--- config.mk ---
export PLATFORM = sky130hd
export DESIGN_NAME = lfo_waveform_generator
export DESIGN_NICKNAME = d
export VERILOG_FILES = /design/src/hdl/lfo_pkg.sv /design/src/hdl/lfo_waveform_generator.sv /design/src/hdl/lfo_core.sv
export SDC_FILE = /design/constraint.sdc
export NUM_CORES = 1
export LEC_CHECK = 0
export BUFFER_PORTS_ARGS = -buffer_cell sky130_fd_sc_hd__buf_2
export CAP_MARGIN = 5
export CORE_ASPECT_RATIO = 1.2
export CORE_MARGIN = 10
export CORE_UTILIZATION = 54
export CTS_CLUSTER_DIAMETER = 120
export DETAILED_ROUTE_END_ITERATION = 8
export PLACE_DENSITY = 0.87
export SLEW_MARGIN = 40
export SYNTH_ARGS = -nofsm -noshare
export SYNTH_HDL_FRONTEND = slang
export SYNTH_SLANG_ARGS = --single-unit
--- constraint.sdc ---
create_clock -name clk -period 3.89 [get_ports clk]
set_clock_uncertainty 0.15 [all_clocks]
set_input_delay 1.167 -clock clk [delete_from_list [all_inputs] [get_ports clk]]
set_output_delay 1.167 -clock clk [all_outputs]
set_load 0.005 [all_outputs]
--- src/hdl/lfo_pkg.sv ---
// ----------------------------------------------------------------------------
// lfo_pkg
// Shared types and constants for the low-frequency oscillator.
// ----------------------------------------------------------------------------
package lfo_pkg;

  localparam int unsigned PHASE_W = 16;
  localparam int unsigned VAL_W   = 8;
  localparam int unsigned IDX_W   = 2;

  localparam logic [PHASE_W-1:0] DUTY_RESET = 16'h8000;
  localparam logic [VAL_W-1:0]   HELD_RESET = 8'h80;
  localparam logic [VAL_W-1:0]   VAL_HIGH   = 8'hFF;
  localparam logic [VAL_W-1:0]   VAL_LOW    = 8'h00;
  localparam logic [VAL_W-1:0]   SIGN_FLIP  = 8'h80;

  // Register map
  localparam logic [IDX_W-1:0] REG_PHASE_STEP = 2'd0;
  localparam logic [IDX_W-1:0] REG_WAVE_SEL   = 2'd1;
  localparam logic [IDX_W-1:0] REG_DUTY       = 2'd2;

  typedef enum logic [2:0] {
    WAVE_TRIANGLE    = 3'd0,
    WAVE_SAW         = 3'd1,
    WAVE_SQUARE      = 3'd2,
    WAVE_SAMPLE_HOLD = 3'd3,
    WAVE_NOISE       = 3'd4
  } wave_sel_t;

  typedef struct packed {
    logic [PHASE_W-1:0] phase_step;
    wave_sel_t          wave_sel;
    logic [PHASE_W-1:0] duty;
  } lfo_cfg_t;

endpackage

--- src/hdl/lfo_waveform_generator.sv ---
// ----------------------------------------------------------------------------
// lfo_waveform_generator
// Low-frequency oscillator on a 16-bit DDS phase accumulator with triangle,
// saw, square, sample-and-hold and noise outputs.
// ----------------------------------------------------------------------------
//  channel | signals                          | word
//  --------+----------------------------------+-------------------------------
//  in      | in_valid, in_stall, in_random_byte | one sample tick + random byte
//  out     | out_valid, out_stall, out_lfo_out  | signed sample, held - 128
//  cfg     | cfg_valid, cfg_ready, cfg_index,   | register write
//          | cfg_data                         |
//
// One word per clock while out_stall is low; each result is registered.
// The phase add, compare and select sit between the input handshake and the
// output register, so the 16-bit add/compare sets the cycle time.
// A skid register holds one word while out_stall is high; in_stall rises
// only when that skid is full. Synchronous active-low reset clears phase,
// edge tracker, registers and both output slots. cfg_ready is always high.
// ----------------------------------------------------------------------------
module lfo_waveform_generator import lfo_pkg::*; (
  input  logic                     clk,
  input  logic                     rst_n,
  // tick input
  input  logic                     in_valid,
  output logic                     in_stall,
  input  logic [VAL_W-1:0]         in_random_byte,
  // result output
  output logic                     out_valid,
  input  logic                     out_stall,
  output logic signed [VAL_W-1:0]  out_lfo_out,
  // register writes
  input  logic                     cfg_valid,
  output logic                     cfg_ready,
  input  logic [IDX_W-1:0]         cfg_index,
  input  logic [PHASE_W-1:0]       cfg_data
);

  lfo_cfg_t         cfg_r;
  logic             in_take;
  logic             out_take;
  logic [VAL_W-1:0] held_nxt;
  logic [VAL_W-1:0] res;

  logic             out_valid_r;
  logic [VAL_W-1:0] out_r;
  logic             skid_valid_r;
  logic [VAL_W-1:0] skid_r;

  assign cfg_ready = 1'b1;

  // Register file; unused waveform codes are ignored.
  always_ff @(posedge clk) begin
    if (!rst_n) begin
      cfg_r.phase_step <= '0;
      cfg_r.wave_sel   <= WAVE_TRIANGLE;
      cfg_r.duty       <= DUTY_RESET;
    end else if (cfg_valid && cfg_ready) begin
      unique case (cfg_index)
        REG_PHASE_STEP: cfg_r.phase_step <= cfg_data;
        REG_WAVE_SEL: begin
          if (cfg_data[2:0] <= WAVE_NOISE)
            cfg_r.wave_sel <= wave_sel_t'(cfg_data[2:0]);
        end
        REG_DUTY:       cfg_r.duty <= cfg_data;
        default: ;
      endcase
    end
  end

  assign in_stall = skid_valid_r;
  assign in_take  = in_valid && !skid_valid_r;
  assign out_take = out_valid_r && !out_stall;

  lfo_core u_core (
    .clk         (clk),
    .rst_n       (rst_n),
    .step        (in_take),
    .random_byte (in_random_byte),
    .cfg         (cfg_r),
    .held_nxt    (held_nxt)
  );

  // held - 128 as two's complement is a flip of the MSB
  assign res = held_nxt ^ SIGN_FLIP;

  // Output register with one-word skid
  always_ff @(posedge clk) begin
    if (!rst_n) begin
      out_valid_r  <= 1'b0;
      skid_valid_r <= 1'b0;
    end else if (!out_valid_r || out_take) begin
      if (skid_valid_r) begin
        out_valid_r  <= 1'b1;
        skid_valid_r <= 1'b0;
      end else begin
        out_valid_r  <= in_take;
      end
    end else if (in_take) begin
      skid_valid_r <= 1'b1;
    end
  end

  always_ff @(posedge clk) begin
    if (!out_valid_r || out_take) begin
      if (skid_valid_r)
        out_r <= skid_r;
      else if (in_take)
        out_r <= res;
    end else if (in_take) begin
      skid_r <= res;
    end
  end

  assign out_valid   = out_valid_r;
  assign out_lfo_out = out_r;

endmodule

--- src/hdl/lfo_core.sv ---
// ----------------------------------------------------------------------------
// lfo_core
// Phase accumulator, edge tracker and waveform select; the value for a
// tick is formed combinationally and the state advances when step is high.
// ----------------------------------------------------------------------------
module lfo_core import lfo_pkg::*; (
  input  logic             clk,
  input  logic             rst_n,
  input  logic             step,
  input  logic [VAL_W-1:0] random_byte,
  input  lfo_cfg_t         cfg,
  output logic [VAL_W-1:0] held_nxt
);

  logic [PHASE_W-1:0] phase_r;
  logic [PHASE_W-1:0] phase_nxt;
  logic [VAL_W-1:0]   held_r;
  logic               armed_r;
  logic               armed_nxt;
  logic               top;

  assign phase_nxt = phase_r + cfg.phase_step;
  assign top       = phase_nxt[PHASE_W-1];

  always_comb begin
    held_nxt  = held_r;
    armed_nxt = armed_r;
    unique case (cfg.wave_sel)
      WAVE_TRIANGLE: begin
        held_nxt = top ? ~phase_nxt[PHASE_W-2 -: VAL_W] : phase_nxt[PHASE_W-2 -: VAL_W];
      end
      WAVE_SAW: begin
        held_nxt = phase_nxt[PHASE_W-1 -: VAL_W];
      end
      WAVE_SQUARE: begin
        held_nxt = (phase_nxt > cfg.duty) ? VAL_LOW : VAL_HIGH;
      end
      WAVE_SAMPLE_HOLD: begin
        // latch on rising edge of the phase MSB
        if (top) begin
          if (armed_r) begin
            held_nxt  = random_byte;
            armed_nxt = 1'b0;
          end
        end else begin
          armed_nxt = 1'b1;
        end
      end
      WAVE_NOISE: begin
        held_nxt = random_byte;
      end
      default: begin
        held_nxt = held_r;
      end
    endcase
  end

  always_ff @(posedge clk) begin
    if (!rst_n) begin
      phase_r <= '0;
      held_r  <= HELD_RESET;
      armed_r <= 1'b0;
    end else if (step) begin
      phase_r <= phase_nxt;
      held_r  <= held_nxt;
      armed_r <= armed_nxt;
    end
  end

endmodule

==> flow_metrics.env <==
export IMPL_status="finished with violations"
export IMPL_violations="setup timing"
export IMPL_dr_first_iter_drc_count=267
export IMPL_synth_edf_count=16
export IMPL_ys_top_cells_by_area="dfxtp_1, nand2_1, edfxtp_1"
export IMPL_finalSetupViolCount=9
export IMPL_slew_headroom_pct=44.4
export IMPL_hold_violations=0
export IMPL_synth_flop_cell="dfxtp_1"
export IMPL_numPortBuffers=40
export IMPL_syn_nets=641
export IMPL_num_vias=4634
export IMPL_clk_latency_ps=370
export IMPL_finalNetCount=722
export IMPL_grt_pass1_vias=4608
export IMPL_synthCells=578
export IMPL_met3_length_microns=747
export IMPL_hold_class="reg2reg"
export IMPL_leakage_uw=0.00247
export IMPL_grt_max_degree=29
export IMPL_p_sw_uw=518
export IMPL_routabilityCongestion=0.973
export IMPL_clock_path_buffers=2
export IMPL_synth_distinct_cells=79
export IMPL_period_needed_ps=4000
export IMPL_path_clk_slew_ps=80
export IMPL_min_period_over_period_pct=103
export IMPL_cp_max_fo=4
export IMPL_crit_path_end="out_lfo_out[6]$_DFFE_PP_"
export IMPL_seqPwrFrac_pct=46.8
export IMPL_hold_start="cfg_r[13]$_SDFFE_PN0P_"
export IMPL_synth_avg_cell_area_sq_um=8.42
export IMPL_cts_tree="built"
export IMPL_timing_rr_start="u_core.phase_r[0]$_SDFFE_PN0P_"
export IMPL_route_detailed_drc=0
export IMPL_ys_top_cells_by_count="nand2_1, dfxtp_1, a21boi_0"
export IMPL_htreeDepth=3
export IMPL_r2r_cells=17
export IMPL_cp_arrival_ps=3950
export IMPL_area_growth_pct=24.0
export IMPL_cts_hold_buf=0
export IMPL_pwr_share_comb_pct=19.0
export IMPL_r2r_end="out_lfo_out[6]$_DFFE_PP_"
export IMPL_async_reset_ff_share_pct=0
export IMPL_track_usage_pct=20.8
export IMPL_synth_most_common_cell="nand2_1"
export IMPL_crit_type="reg2reg"
export IMPL_place_area_sq_mm=0.00558
export IMPL_wirelength_microns=13700
export IMPL_num_rows=37
export IMPL_rsz0062_at_grt="yes"
export IMPL_fp_dieH_microns=124
export IMPL_crit_path_end_kind="flip-flop"
export IMPL_clock_root_buffer="clkbuf_8"
export IMPL_antenna_found_initial=0
export IMPL_antennaDiodeCount=0
export IMPL_crit_start="u_core.phase_r[0]$_SDFFE_PN0P_"
export IMPL_drt_met1_wl_microns=5550
export IMPL_power_uw=1910
export IMPL_cts_num_sinks=78
export IMPL_yosys_warnings=0
export IMPL_synth_area_sq_mm=0.00487
export IMPL_dp_hpwl_microns=10300
export IMPL_swShare_pct=27.1
export IMPL_synth_seq_cells=78
export IMPL_drv_cap=0
export IMPL_io_pins=42
export IMPL_core_area_sq_mm=0.00870
export IMPL_antenna_left=0
export IMPL_ir_worst_vdd_mv=0.228
export IMPL_drive_gt1_share_pct=24.8
export IMPL_p_int_uw=1400
export IMPL_reg2reg_setup_slack_ps=-110
export IMPL_power_density_mw_per_mm2=317
export IMPL_synth_seq_area_share_pct=35.4
export IMPL_drt_pass1_iterations=4
export IMPL_die_x_microns=107
export IMPL_vias_per_cell=5.93
export IMPL_top_layer="met4"
export IMPL_wire_per_inst_microns=17.5
export IMPL_initial_core_util_pct=55.9
export IMPL_fmax_mhz=250
export IMPL_slew_violations=0
export IMPL_dieArea_sq_mm=0.0132
export IMPL_overflow=0
export IMPL_cts_buffers=9
export IMPL_grt_pass1_wl_microns=22100
export IMPL_worst_pin_slew_ps=827
export IMPL_synth_top_area_share_pct=25.5
export IMPL_synth_top_cell_by_area="dfxtp_1"
export IMPL_setup_slack_ps=-112
export IMPL_clockPowerShare_pct=34.2
export IMPL_dr_wl_met2_microns=6900
export IMPL_crit_required_ps=3840
export IMPL_finish_instance_area_sq_mm=0.00604
export IMPL_cp_start_kind="flip-flop"
logic make-up (layout without fill, tap and decap cells):
logic type      after synthesis  after routing  synth area share, %
other cells                   1              1               0.0770
compound gates              168            168                 26.2
flops                        78             78                 35.4
xor+xnor                     15             15                 2.70
fa+ha+maj                    32             32                 8.38
buf+inv                      53            139                 4.27
mux                           8              8                 1.82
simple gates                223            223                 21.2
what timing repair did:
| item | CTS | global route |
|---|---|---|
| setup endpoints to repair | 21 | 24 |
| buffers inserted | 6 | 3 |
| pin swaps | 14 | 35 |
| resized for setup | 16 | 25 |
power groups by stage:
stage / Clock, uW / Combinational (uW) / Sequential [uW]
2_1_floorplan: 0 / 207 / 906
3_3_place_gp: 0 / 312 / 911
3_5_place_dp: 0 / 323 / 913
4_1_cts: 664 / 337 / 895
5_1_grt: 698 / 401 / 900
6_report: 654 / 364 / 896
stage by stage:
stage	TNS [ps]	worst slack, ps	std cells	util [%]	hold WS, ps
finish	-544	-112	781	69.4	316
detailed placement	-2360	-227	757	64.1	308
global placement	-222	-64.3	757	64.1	302
floorplan	0	15.5	578	-	293
CTS	-658	-133	779	67.8	318
global route	-3090	-271	781	69.4	341
per-layer routing:
metal  vias to the layer above  GRT usage, %
met5                         -             0
met4                         0          12.3
met3                        40          4.08
met2                       167          36.4
met1                      2198          23.1
li1                       2229             -
state kept, by name, summed over array words and instances (netlist names), named ones only:
register and flops:
cfg_r 35, u_core.phase_r 16, out_lfo_out 8, skid_r 8, u_core.held_r 7, in_stall 1
out_valid 1, u_core.armed_r 1
layout make-up:
class                   instances  area (sq um)
clock inverters                 5          73.8
clock buffers                  11           131
multi-input cells             447          3220
fillers                       705          2670
repair buffers                 98           651
well taps                     117           146
flip-flops and latches         78          1720
inverters                      25          93.8
layout by cell type (no fill, tap or decap), types with 3 or more instances in the layout:
master / instances
nand2_1: 129
inv_1: 23
nor2b_1: 8
dfxtp_1: 60
ha_4: 4
buf_6: 4
a211oi_2: 4
nor4_1: 3
ha_1: 26
clkbuf_8: 9
xor2_1: 6
a31oi_1: 4
nand4_1: 5
nand3_1: 9
a211o_1: 3
nor2_1: 17
buf_2: 40
o21ai_0: 12
nor3b_1: 5
o211ai_1: 6
nor3_1: 9
o21a_1: 6
o22ai_1: 5
a21oi_2: 5
a21oi_1: 21
a211oi_1: 3
a221o_1: 4
xnor2_1: 8
o21ai_1: 4
nand3b_1: 4
buf_4: 54
edfxtp_1: 16
a21o_1: 6
and2_1: 5
o211a_1: 3
a21boi_0: 48
mux2i_1: 4
a2111oi_4: 4
worst max-delay path, stage by stage (launching register included):
cell and delay (ps):
dfxtp_2 360, ha_4 150, inv_2 40, fa_2 350, nor2b_4 170, o2111ai_4 150, a21bo_2 280, mux2_4 310
nor2_4 110, ha_4 140, nand4_1 160, nor4_4 180, a21boi_2 190, a211o_1 180, nand3_2 90, a2111o_1 440
o21ai_1 170, o311ai_1 110
worst min path at each step:
stage	endpoint	slack (ps)	depth (start not counted)
2_1_floorplan	cfg_r[10]$_SDFFE_PN0P_	290	2
3_3_place_gp	cfg_r[13]$_SDFFE_PN0P_	300	2
3_5_place_dp	cfg_r[3]$_SDFFE_PN0P_	310	2
4_1_cts	cfg_r[3]$_SDFFE_PN0P_	320	2
5_1_grt	cfg_r[3]$_SDFFE_PN0P_	340	2
6_report	cfg_r[13]$_SDFFE_PN0P_	320	2
(Power assumes the default switching activity.)
